--- config.mk ---
export PLATFORM = sky130hd
export DESIGN_NAME = programmable_sound_generator
export DESIGN_NICKNAME = d
export VERILOG_FILES = /design/src/sv/psg_pkg.sv /design/src/sv/psg_core.sv /design/src/sv/psg_mix.sv /design/src/sv/programmable_sound_generator.sv
export SDC_FILE = /design/constraint.sdc
export NUM_CORES = 1
export LEC_CHECK = 0
export BUFFER_PORTS_ARGS = -buffer_cell sky130_fd_sc_hd__buf_2
export CORE_MARGIN = 2
export CORE_UTILIZATION = 41
export DETAILED_ROUTE_END_ITERATION = 7
export SLEW_MARGIN = 20
export SYNTH_ARGS = -nofsm -noshare
export SYNTH_HDL_FRONTEND = slang
export SYNTH_SLANG_ARGS = --single-unit
--- constraint.sdc ---
create_clock -name clk -period 9.4 [get_ports clk]
set_input_delay 0.47 -clock clk [delete_from_list [all_inputs] [get_ports clk]]
set_output_delay 0.47 -clock clk [all_outputs]
set_load 0.02 [all_outputs]
--- src/sv/psg_pkg.sv ---
package psg_pkg;

	// Transaction codes of the command channel.
	typedef enum logic [1:0] {
		FUNC_TICK   = 2'd0,
		FUNC_CTRL   = 2'd1,
		FUNC_STEREO = 2'd2,
		FUNC_NONE   = 2'd3
	} func_t;

	// Noise rate select codes.
	localparam logic [1:0] RATE_16    = 2'd0;
	localparam logic [1:0] RATE_32    = 2'd1;
	localparam logic [1:0] RATE_64    = 2'd2;
	localparam logic [1:0] RATE_TONE2 = 2'd3;

	localparam logic [1:0] NOISE_CHANNEL = 2'd3;
	localparam logic [3:0] ATTEN_SILENT = 4'd15;
	localparam logic [15:0] LFSR_SEED = 16'h0080;
	localparam logic [9:0] NOISE_RELOAD_RESET = 10'd16;

	typedef struct packed {
		logic [1:0] func;
		logic [7:0] data;
	} cmd_t;

	typedef struct packed {
		logic [16:0] left_level;
		logic [16:0] right_level;
		logic [3:0]  tone0_atten;
		logic [3:0]  tone1_atten;
		logic [3:0]  tone2_atten;
		logic [3:0]  noise_atten;
	} sample_t;

	// Attenuations of one tick with the stereo enables in force at that tick.
	typedef struct packed {
		logic [3:0][3:0] atten;
		logic [3:0]      left_en;
		logic [3:0]      right_en;
	} tick_t;

	// Output level for an attenuation code, unsigned Q0.16.
	function automatic logic [14:0] level_q16(input logic [3:0] atten);
		logic [14:0] lvl;
		case (atten)
			4'd0:    lvl = 15'd16384;
			4'd1:    lvl = 15'd13014;
			4'd2:    lvl = 15'd10338;
			4'd3:    lvl = 15'd8211;
			4'd4:    lvl = 15'd6523;
			4'd5:    lvl = 15'd5181;
			4'd6:    lvl = 15'd4115;
			4'd7:    lvl = 15'd3269;
			4'd8:    lvl = 15'd2597;
			4'd9:    lvl = 15'd2063;
			4'd10:   lvl = 15'd1638;
			4'd11:   lvl = 15'd1301;
			4'd12:   lvl = 15'd1034;
			4'd13:   lvl = 15'd821;
			4'd14:   lvl = 15'd652;
			default: lvl = 15'd0;
		endcase
		return lvl;
	endfunction

endpackage

--- src/sv/psg_core.sv ---
module psg_core import psg_pkg::*; (
	input  logic  clk,
	input  logic  arst_n,
	input  logic  go,
	input  cmd_t  cmd,
	output tick_t tick
);

	logic [2:0][9:0] tone_period_q, tone_period_d;
	logic [2:0][9:0] tone_count_q, tone_count_d;
	logic [2:0]      tone_phase_q, tone_phase_d;
	logic [2:0][3:0] tone_volume_q, tone_volume_d;
	logic [1:0]      noise_rate_sel_q, noise_rate_sel_d;
	logic            noise_white_q, noise_white_d;
	logic [9:0]      noise_count_q, noise_count_d;
	logic [9:0]      noise_reload_q, noise_reload_d;
	logic [15:0]     noise_lfsr_q, noise_lfsr_d;
	logic [3:0]      noise_volume_q, noise_volume_d;
	logic            noise_phase_q, noise_phase_d;
	logic [1:0]      latched_channel_q, latched_channel_d;
	logic            latched_is_volume_q, latched_is_volume_d;
	logic [3:0]      left_enable_q, left_enable_d;
	logic [3:0]      right_enable_q, right_enable_d;

	logic [2:0] tone_event;
	logic [2:0] tone_phase_nx;
	logic       noise_event;
	logic       noise_phase_nx;
	logic       noise_fire;
	logic [15:0] lfsr_shifted;
	logic [9:0] reload_sel;
	logic [1:0] ch;
	logic [7:0] d;

	assign d = cmd.data;

	// Tick datapath: each counter fires when it is zero or about to reach zero.
	always_comb begin
		for (int k = 0; k < 3; k++) begin
			tone_event[k] = (tone_count_q[k] == 10'd0) || (tone_count_q[k] == 10'd1);
			tone_phase_nx[k] = tone_phase_q[k] ^
				(tone_event[k] && (tone_period_q[k] > 10'd1));
			tick.atten[k] = ((tone_period_q[k] <= 10'd1) || tone_phase_nx[k]) ?
				tone_volume_q[k] : ATTEN_SILENT;
		end
		noise_event = (noise_count_q == 10'd0) || (noise_count_q == 10'd1);
		if (noise_reload_q <= 10'd1) begin
			noise_phase_nx = noise_phase_q;
			noise_fire = noise_event && !noise_phase_q;
		end else begin
			noise_phase_nx = noise_phase_q ^ noise_event;
			noise_fire = noise_event && !noise_phase_q;
		end
		lfsr_shifted = {noise_lfsr_q[14:0],
			noise_lfsr_q[15] ^ (noise_white_q & noise_lfsr_q[12])};
		case (noise_rate_sel_q)
			RATE_16: reload_sel = 10'd16;
			RATE_32: reload_sel = 10'd32;
			RATE_64: reload_sel = 10'd64;
			default: reload_sel = tone_period_q[2];
		endcase
		tick.atten[3] = (noise_fire ? lfsr_shifted[7] : noise_lfsr_q[7]) ?
			noise_volume_q : ATTEN_SILENT;
		tick.left_en = left_enable_q;
		tick.right_en = right_enable_q;
	end

	// Next state for the accepted command.
	always_comb begin
		tone_period_d = tone_period_q;
		tone_count_d = tone_count_q;
		tone_phase_d = tone_phase_q;
		tone_volume_d = tone_volume_q;
		noise_rate_sel_d = noise_rate_sel_q;
		noise_white_d = noise_white_q;
		noise_count_d = noise_count_q;
		noise_reload_d = noise_reload_q;
		noise_lfsr_d = noise_lfsr_q;
		noise_volume_d = noise_volume_q;
		noise_phase_d = noise_phase_q;
		latched_channel_d = latched_channel_q;
		latched_is_volume_d = latched_is_volume_q;
		left_enable_d = left_enable_q;
		right_enable_d = right_enable_q;
		ch = d[7] ? d[6:5] : latched_channel_q;
		if (go) begin
			unique case (func_t'(cmd.func))
				FUNC_TICK: begin
					for (int k = 0; k < 3; k++) begin
						tone_phase_d[k] = tone_phase_nx[k];
						tone_count_d[k] = tone_event[k] ? tone_period_q[k] :
							tone_count_q[k] - 10'd1;
					end
					if (noise_event) begin
						noise_phase_d = noise_phase_nx;
						noise_reload_d = reload_sel;
						noise_count_d = reload_sel;
						if (noise_fire)
							noise_lfsr_d = lfsr_shifted;
					end else begin
						noise_count_d = noise_count_q - 10'd1;
					end
				end
				FUNC_CTRL: begin
					if (d[7]) begin
						latched_channel_d = d[6:5];
						latched_is_volume_d = d[4];
					end
					if (d[7] && d[4]) begin
						if (ch != NOISE_CHANNEL)
							tone_volume_d[ch] = d[3:0];
						else
							noise_volume_d = d[3:0];
					end else if (d[7] || !latched_is_volume_q) begin
						if (ch == NOISE_CHANNEL) begin
							noise_rate_sel_d = d[1:0];
							noise_white_d = d[2];
							if (!d[2])
								noise_lfsr_d = LFSR_SEED;
						end else if (d[7]) begin
							tone_period_d[ch] = {tone_period_q[ch][9:4], d[3:0]};
						end else begin
							tone_period_d[ch] = {d[5:0], tone_period_q[ch][3:0]};
						end
					end
				end
				FUNC_STEREO: begin
					right_enable_d = d[3:0];
					left_enable_d = d[7:4];
				end
				default: begin
				end
			endcase
		end
	end

	always_ff @(posedge clk or negedge arst_n) begin
		if (!arst_n) begin
			tone_period_q <= '0;
			tone_count_q <= '0;
			tone_phase_q <= '0;
			tone_volume_q <= {3{ATTEN_SILENT}};
			noise_rate_sel_q <= RATE_16;
			noise_white_q <= 1'b0;
			noise_count_q <= NOISE_RELOAD_RESET;
			noise_reload_q <= NOISE_RELOAD_RESET;
			noise_lfsr_q <= LFSR_SEED;
			noise_volume_q <= ATTEN_SILENT;
			noise_phase_q <= 1'b0;
			latched_channel_q <= '0;
			latched_is_volume_q <= 1'b0;
			left_enable_q <= 4'hF;
			right_enable_q <= 4'hF;
		end else begin
			tone_period_q <= tone_period_d;
			tone_count_q <= tone_count_d;
			tone_phase_q <= tone_phase_d;
			tone_volume_q <= tone_volume_d;
			noise_rate_sel_q <= noise_rate_sel_d;
			noise_white_q <= noise_white_d;
			noise_count_q <= noise_count_d;
			noise_reload_q <= noise_reload_d;
			noise_lfsr_q <= noise_lfsr_d;
			noise_volume_q <= noise_volume_d;
			noise_phase_q <= noise_phase_d;
			latched_channel_q <= latched_channel_d;
			latched_is_volume_q <= latched_is_volume_d;
			left_enable_q <= left_enable_d;
			right_enable_q <= right_enable_d;
		end
	end

	// The noise register starts nonzero and its shift is invertible.
	a_lfsr_nonzero: assert property (@(posedge clk) disable iff (!arst_n)
		noise_lfsr_q != 16'd0)
		else $error("noise shift register reached zero");

endmodule

--- src/sv/psg_mix.sv ---
module psg_mix import psg_pkg::*; (
	input  tick_t   tick,
	output sample_t smp
);

	logic [3:0][14:0] lvl;
	logic [16:0] left_sum;
	logic [16:0] right_sum;

	always_comb begin
		left_sum = '0;
		right_sum = '0;
		for (int k = 0; k < 4; k++) begin
			lvl[k] = level_q16(tick.atten[k]);
			if (tick.left_en[k])
				left_sum = left_sum + {2'b00, lvl[k]};
			if (tick.right_en[k])
				right_sum = right_sum + {2'b00, lvl[k]};
		end
		smp.left_level = left_sum;
		smp.right_level = right_sum;
		smp.tone0_atten = tick.atten[0];
		smp.tone1_atten = tick.atten[1];
		smp.tone2_atten = tick.atten[2];
		smp.noise_atten = tick.atten[3];
	end

endmodule

--- src/sv/programmable_sound_generator.sv ---
// A sample tick goes through the input register, the channel update into stage two
// and the mixing into the output register. Throughput: one transaction per cycle
// unless a tick is stalled; control and stereo writes produce no sample.
// Reset (arst_n low, asynchronous) silences all channels, clears the tone periods,
// seeds the noise register with 0x80 and enables every channel on both sides.
module programmable_sound_generator import psg_pkg::*; (
	input  logic    clk,
	input  logic    arst_n,
	input  logic    cmd_valid,
	output logic    cmd_ready,
	input  cmd_t    cmd,
	output logic    sample_valid,
	input  logic    sample_ready,
	output sample_t sample
);

	// Stage one holds the accepted transaction. The channel state advances
	// when it leaves stage one; a tick then parks its attenuations in stage
	// two, and the mixer fills the output register from stage two. Each
	// stage moves whenever the stage after it is empty or moving. While a
	// sample waits, writes keep retiring and one more tick can enter stage
	// two; the input stalls only once a further tick sits in stage one.
	logic    valid_s1;
	cmd_t    cmd_s1;
	logic    valid_s2;
	tick_t   tick_s2;
	logic    out_valid_q;
	sample_t out_q;

	tick_t   tick_c;
	sample_t mix_c;
	logic    adv_out;
	logic    s2_free;
	logic    s1_is_tick;
	logic    s1_go;

	assign adv_out = !out_valid_q || sample_ready;
	assign s2_free = !valid_s2 || adv_out;
	assign s1_is_tick = (func_t'(cmd_s1.func) == FUNC_TICK);
	// Writes retire from stage one at once; a tick needs room in stage two.
	assign s1_go = valid_s1 && (!s1_is_tick || s2_free);
	assign cmd_ready = !valid_s1 || s1_go;

	psg_core u_core (
		.clk    (clk),
		.arst_n (arst_n),
		.go     (s1_go),
		.cmd    (cmd_s1),
		.tick   (tick_c)
	);

	psg_mix u_mix (
		.tick (tick_s2),
		.smp  (mix_c)
	);

	always_ff @(posedge clk or negedge arst_n) begin
		if (!arst_n) begin
			valid_s1 <= 1'b0;
			valid_s2 <= 1'b0;
			out_valid_q <= 1'b0;
		end else begin
			if (cmd_ready)
				valid_s1 <= cmd_valid;
			if (s2_free)
				valid_s2 <= s1_go && s1_is_tick;
			if (adv_out)
				out_valid_q <= valid_s2;
		end
	end

	// Payload registers carry no reset.
	always_ff @(posedge clk) begin
		if (cmd_ready && cmd_valid)
			cmd_s1 <= cmd;
		if (s1_go && s1_is_tick)
			tick_s2 <= tick_c;
		if (adv_out && valid_s2)
			out_q <= mix_c;
	end

	assign sample_valid = out_valid_q;
	assign sample = out_q;

	// A write that retires while stage two drains must not create a sample.
	a_write_no_sample: assert property (@(posedge clk) disable iff (!arst_n)
		(s1_go && !s1_is_tick && s2_free) |=> !valid_s2)
		else $error("write produced a sample");

	// A tick held in stage two is neither lost nor overwritten.
	a_s2_hold: assert property (@(posedge clk) disable iff (!arst_n)
		(valid_s2 && !adv_out) |=> (valid_s2 && $stable(tick_s2)))
		else $error("stage two tick lost while output stalled");

	// Four silent channels mix to zero on both sides.
	a_silent_mix: assert property (@(posedge clk) disable iff (!arst_n)
		(out_valid_q && out_q.tone0_atten == ATTEN_SILENT
			&& out_q.tone1_atten == ATTEN_SILENT
			&& out_q.tone2_atten == ATTEN_SILENT
			&& out_q.noise_atten == ATTEN_SILENT)
		|-> (out_q.left_level == 17'd0 && out_q.right_level == 17'd0))
		else $error("silent channels mixed to a nonzero level");

	// Four channels at full volume sum to at most unity.
	a_level_bound: assert property (@(posedge clk) disable iff (!arst_n)
		out_valid_q |-> (out_q.left_level <= 17'd65536 && out_q.right_level <= 17'd65536))
		else $error("mixed level above unity");

endmodule

==> flow_summary.yaml, run 1 <==
pwr:
  p_total_uw: 5370
  ir_worst_vdd_uv: 184.2
  power_density_nw_per_um2: 272.2
  leakagePower_uw: 0.008402
min_path:
  hold_path_end: "cmd_s1[9]$_DFFE_PP_"
  min_from: "cmd[9]"
  whs_path_depth: 1
  hold_class: "input port to flop"
clocking:
  cts_buffers: 31
  holdBufCountCts: 1
  clock_path_buffers: 3
  post-cts-setup-buffers: 0
  clockRootBuffer: "clkbuf_16"
  clock-sinks: 276
  cts.htree.levels: 1
  cts_resized: 0
  clk_pin_slew_ns: 0.06
  clk-insertion-delay-late_ns: 0.60
  cts_tree: "done"
final_layout:
  multi_input_area_um2: 10150
  final.fill_count: 4176
  seq_area_um2: 7061
  utilization_pct: 45.89
  drive_above_1_share_pct: 13.38
  antennaDiodeCount: 0
  area_growth_pct: 10.60
  layout.nets: 2087
yosys:
  synth_top_area_cell: "dfrtp_1"
  syn_avg_cell_area_um2: 9.328
  synth_area_um2: 17830
  synth_top_family_by_area: "compound AO/OA/AOI/OAI gates"
  synth_compound_area_share_pct: 21.29
  synthSimpleGateAreaFrac_pct: 15.20
  syn_nets: 2059
  synth.distinct_cells: 85
  synth_mux_area_share_pct: 6.791
  synth_area_leaders: "dfrtp_1 (15%), edfxtp_1 (14%), ha_1 (8.9%), dfxtp_1 (6.7%), mux2_2 (4.7%)"
  synth_edf_count: 84
  syn_inst: 1912
  ys_warn_count: 0
  synth_xor_area_share_pct: 3.866
  synth_fa_ha_area_share_pct: 9.583
  ys_seq_elements: 276
  synth_top_cell_area_share_pct: 14.73
  yosysSeqAreaShare_pct: 39.59
  synth-async-reset-ratio_pct: 47.83
  synth-main-ff-cell: "dfrtp_1"
timing:
  layout_worst_path_cycle_share_pct: 78.34
  maxSlewHeadroom_pct: 27.16
  fmax_mhz: 135.8
  slew_viol_final: 0
  hold_viol_final: 0
  setup_violations: 0
  worst_pin_slew_ns: 1.093
  whs_ns: 0.05056
  skew_ns: 0.01891
  setup-tns-final_ns: 0
  rsz0062_at_grt: "no"
  period_needed_ns: 7.364
setup_path:
  worst_r2r_startpoint: "tick_s2[0]$_DFFE_PP_"
  critical_path_class: "flop to flop"
  cp_max_fo: 32
  worstPathRequired_ns: 9.74
  r2r_slack_ns: 2.04
  crit_arrival_ns: 7.71
  startpoint_type: "flop"
  reg2regPathDepth: 27
  reg2reg_to: "sample[32]$_DFFE_PP_"
  crit_path_end_kind: "flop"
placement:
  detailed_place_hpwl_um: 33190
  numPortBuffers: 65
  gp_congestion: 0.8654
global_routing:
  grt.total_usage_pct: 20.01
  antenna_found_initial: 0
  grt_overflow: 0
  grt_pass1_wl_um: 72310
  grt_max_degree: 81
  first_global_vias: 13800
drt:
  drtIter0Drc: 1172
  vias: 14450
  drtPass1Iterations: 5
  routed_wl_um: 45000
  viasPerCell: 5.667
  wl_per_cell_um: 17.65
  ant_nets: 0
  drc_errors: 0
die:
  core_area_um2: 42980
  dieArea_um2: 45180
  die_h_um: 212.6
  ios: 66
  core.rowCount: 76
  initial_utilization_pct: 41.49
  die_x_um: 212.6
outcome:
  status: "completed"
flow_run:
  drv_cap: 0
## worst max-delay path by stage
stage / startpoint / end / slack [ns]
floorplan: tick_s2[0]$_DFFE_PP_ / sample[32]$_DFFE_PP_ / 3.14
CTS: tick_s2[0]$_DFFE_PP_ / sample[32]$_DFFE_PP_ / 2.12
finish: tick_s2[0]$_DFFE_PP_ / sample[32]$_DFFE_PP_ / 2.04
detailed placement: tick_s2[0]$_DFFE_PP_ / sample[32]$_DFFE_PP_ / 2.17
global route: tick_s2[0]$_DFFE_PP_ / sample[32]$_DFFE_PP_ / 1.41
global placement: tick_s2[0]$_DFFE_PP_ / sample[32]$_DFFE_PP_ / 2.31
## worst max-delay path, stage by stage (launching register included)
cell       delay, ns
edfxtp_1        0.93
and2_1          0.25
ha_1            0.17
inv_1           0.06
fa_1            0.44
nand4b_1        0.22
nand4_1         0.24
o2111ai_1       0.20
a311oi_1        0.52
or2_2           0.23
xnor2_1         0.06
o21ai_0         0.44
ha_1            0.37
and2_1          0.19
and3_1          0.18
o311ai_0        0.13
nand3_1         0.16
a21oi_1         0.22
xor2_1          0.16
a2bb2oi_1       0.12
ha_1            0.33
or4_1           0.53
o21ai_0         0.09
a21oi_1         0.09
a41oi_1         0.36
and3b_1         0.21
o21ai_0         0.15
nand2_1         0.06
## synth_stat cells (14+ instances only)
library cell,number
or3_1,20
nor2_1,142
dfrtp_1,105
o21ai_0,153
o31ai_1,16
nand4_1,14
o21a_1,16
a22o_1,17
xor2_1,21
dfstp_2,27
a21o_1,31
a31oi_1,16
mux2i_1,31
mux2_2,74
and2_1,27
inv_1,79
dfxtp_1,60
a21oi_1,155
o211ai_1,16
a22oi_1,14
nand3_1,44
nor3_1,40
edfxtp_1,84
xnor2_1,52
nor2b_1,20
ha_1,127
a211oi_1,17
nand2b_1,25
nand2_1,171
clkbuf_1,60
## logic make-up after synthesis
family,count (synthesis)
AOI/OAI and AO/OA,592
DFF,276
buffers and inverters,163
muxes,108
xor gates and xnor gates,75
adders and majority gates,133
and+or+nand+nor,565
## layout by cell type, fill, tap and decap left out, types with 39 or more instances in the layout
master,count
nand2_1,171
a21oi_1,155
o21ai_0,153
nor2_1,142
ha_1,127
dfrtp_1,105
edfxtp_1,84
inv_1,78
mux2_2,74
buf_2,64
dfxtp_1,60
xnor2_1,52
nand3_1,44
nor3_1,39
## through the flow
stage / cells / worst slack [ns] / cell area [um2]
finish: 2550 / 2.036 / 19730
floorplan: 1912 / 3.145 / 17830
global placement: 2491 / 2.307 / 18630
global route: 2550 / 1.413 / 19730
CTS: 2550 / 2.121 / 19690
detailed placement: 2491 / 2.175 / 18630
## flip-flops by register name (all words and copies together), names as in the netlist, 2 cells and up
signal / flops
tick_s2: 24
u_core.latched_channel_q: 2
sample: 50
u_core.tone_volume_q: 12
u_mix.lvl: 60
u_core.noise_rate_sel_q: 2
u_core.noise_volume_q: 4
u_core.noise_count_q: 10
u_core.noise_reload_q: 9
u_core.tone_phase_q: 3
cmd_s1: 10
u_core.right_enable_q: 4
u_core.tone_period_q: 30
u_core.left_enable_q: 4
u_core.tone_count_q: 30
u_core.noise_lfsr_q: 16
## layer usage
metal | part of all wire [%] | GRT usage (%) | vias up
met5 | 0 | 0 | -
met4 | 3.4 | 7.017 | 0
met3 | 4.1 | 2.452 | 90
met2 | 48 | 34.01 | 330
met1 | 45 | 26.26 | 6936
li1 | - | - | 7096
## power breakdown
part           internal (uW)  switching (uW)
sequential              1540             288
combinational            993            1300
clock                    740             511
## final cells by class
type	instances	share of cell area, %
timing repair buffer	77	2.150
inverter	81	1.541
clock inverter	21	1.129
multi-input combinational	1473	51.47
sequential	276	35.79
tap	585	3.711
clock buffer	37	4.206
(Power assumes the default switching activity.)
==> run 2, diff against run 1 <==
==> constraint.sdc (replaced) <==
create_clock -name clk -period 6.4 [get_ports clk]
set_input_delay 0.32 -clock clk [delete_from_list [all_inputs] [get_ports clk]]
set_output_delay 0.32 -clock clk [all_outputs]
set_load 0.02 [all_outputs]
==> run 2 against run 1 <==
- sequential cell count did not move
- critical path type unchanged
- largest cell class unchanged
- utilization rose by 0.71 points
- largest power group unchanged
- sequential share of layout area fell by 0.54 points
==> flow_summary.yaml, run 2 (synthesis gave the netlist of run 1 again) <==
timing:
  skew_ns: 0.03105
  worst_pin_slew_ns: 1.102
  hold_viol_final: 0
  period_needed_ns: 5.989
  rsz0062_at_grt: "no"
  fin_ws_ns: 0.4112
  fmax_mhz: 167.0
  setup-tns-final_ns: 0
  setup_violations: 0
  maxSlewHeadroom_pct: 26.53
  layout_worst_path_cycle_share_pct: 93.57
  slew_viol_final: 0
pwr:
  ir_worst_vdd_uv: 287.4
  leakagePower_uw: 0.008519
  power_density_nw_per_um2: 400.2
final_layout:
  utilization_pct: 46.60
  instances_no_fill: 2573
  seq_area_um2: 7061
  drive_above_1_share_pct: 14.19
  design_area_um2: 20030
  layout_commonest_cell: "nand2_1"
  final_cell_mix: "nand2_1 (171), a21oi_1 (155), o21ai_0 (149)"
  multi_input_area_um2: 10210
  area_growth_pct: 12.31
  antennaDiodeCount: 0
  layout.nets: 2109
  final.fill_count: 4115
  largest_register_ffs: 60
global_routing:
  grt.total_usage_pct: 20.04
  first_global_vias: 13750
  grt_max_degree: 72
  antenna_found_initial: 0
  grt_pass1_wl_um: 71900
  grt_overflow: 0
die:
  ios: 66
  die_x_um: 212.6
  core_area_um2: 42980
  die_h_um: 212.6
  dieArea_um2: 45180
  core.rowCount: 76
  initial_utilization_pct: 41.49
drt:
  vias: 14470
  drtPass1Iterations: 5
  drtIter0Drc: 1015
  wl_per_cell_um: 17.57
  viasPerCell: 5.624
  routed_wl_um: 45220
  drc_errors: 0
  ant_nets: 0
clocking:
  cts_buffers: 34
  clock_path_buffers: 3
  clock-sinks: 276
  cts_tree: "done"
  clk-insertion-delay-late_ns: 0.56
  clk_pin_slew_ns: 0.06
  clockRootBuffer: "clkbuf_16"
  cts.htree.levels: 2
placement:
  numPortBuffers: 65
  place_area_um2: 18680
  dp.cells: 2497
  post-place-ws_ns: 0.1464
  gp_congestion: 0.9045
  detailed_place_hpwl_um: 32960
flow_run:
  drv_cap: 0
setup_path:
  reg2regPathDepth: 26
  worstPathRequired_ns: 6.70
  startpoint_type: "flop"
  crit_end: "sample[32]$_DFFE_PP_"
  cp_max_fo: 4
  crit_path_end_kind: "flop"
  critical_path_class: "flop to flop"
  reg2reg_to: "sample[32]$_DFFE_PP_"
  worst_r2r_startpoint: "tick_s2[0]$_DFFE_PP_"
  r2r_slack_ns: 0.41
  startpoint: "tick_s2[0]$_DFFE_PP_"
  crit_arrival_ns: 6.29
outcome:
  status: "completed"
min_path:
  hold_class: "input port to flop"
run 2: cell count changes in the layout (fill, tap and decap cells not counted), moves of 3 or more:
| cell | previous run | this run |
|---|---|---|
| buf_4 | 11 | 20 |
| o21ai_1 | 5 | 9 |
| o21ai_0 | 153 | 149 |
| clkinv_2 | 8 | 3 |
| dlygate4sd3_1 | 1 | 12 |
| clkbuf_1 | 4 | 7 |
| clkbuf_8 | 1 | 6 |
run 2: metal layers:
| metal | track usage, % | up-vias | share of wire (%) |
|---|---|---|---|
| li1 | - | 7141 | - |
| met4 | 7.644 | 0 | 3.2 |
| met2 | 34.03 | 346 | 48 |
| met3 | 2.393 | 89 | 3.8 |
| met1 | 26.13 | 6895 | 45 |
| met5 | 0 | - | 0 |
run 2: cell type report:
class                   instances  area share (%)
flip-flops and latches        276           35.25
clock inverters                15          0.8683
inverters                      81           1.518
well taps                     585           3.654
clock buffers                  47           4.791
repair buffers                 96           2.949
multi-input cells            1473           50.97
run 2: how the worst min path moves through the flow:
stage	from	to	slack, ns	cells past startpoint
final	sample_ready	sample_valid$_DFFE_PN0N_	0.05	3
after detailed placement	tick_s2[13]$_SDFFCE_PP1P_	sample[9]$_DFFE_PP_	0.44	0
after CTS	sample_ready	sample_valid$_DFFE_PN0N_	0.03	3
after floorplan	arst_n	sample_valid$_DFFE_PN0N_	0.02	0
after global routing	sample_ready	sample_valid$_DFFE_PN0N_	0.07	3
after global placement	tick_s2[13]$_SDFFCE_PP1P_	sample[9]$_DFFE_PP_	0.44	0
run 2: what timing repair did:
| item | in CTS | in global routing |
|---|---|---|
| gates resized for setup | 0 | 18 |
| setup buffers | 0 | 2 |
| endpoints found under the hold margin | 72 | 0 |
| endpoints found under the setup margin | 0 | 4 |
| hold buffers | 12 | 0 |
run 2: where the power goes:
group	internal (uW)	switching [uW]	leakage [uW]
clock	1150	788	0.000551
sequential	2260	412	0.00292
combinational	1480	1920	0.00505
run 2: metrics by stage:
| stage | hold slack (ns) | power (uW) |
|---|---|---|
| 2_1_floorplan | 0.02441 | 5212 |
| 3_3_place_gp | 0.4368 | 5948 |
| 3_5_place_dp | 0.4370 | 6031 |
| 4_1_cts | 0.03115 | 8017 |
| 5_1_grt | 0.06963 | 8617 |
| 6_report | 0.05398 | 8015 |
run 2: worst max-delay path: stages (launching register included):
cell and delay [ns]:
edfxtp_1 0.38, and2_1 0.16, ha_1 0.17, inv_1 0.06
fa_1 0.44, nand4b_1 0.22, a41oi_1 0.37, a211oi_4 0.08
and4_1 0.21, nor3_2 0.17, xnor2_1 0.12, ha_1 0.23
or2_2 0.33, o22a_1 0.20, o311a_1 0.14, or3_1 0.31
a21oi_1 0.13, o21ba_2 0.19, ha_1 0.34, a21o_1 0.21
a21o_1 0.20, a31oi_2 0.24, a21oi_1 0.16, a41oi_2 0.25
and3b_1 0.21, o21ai_0 0.15, nand2_1 0.06
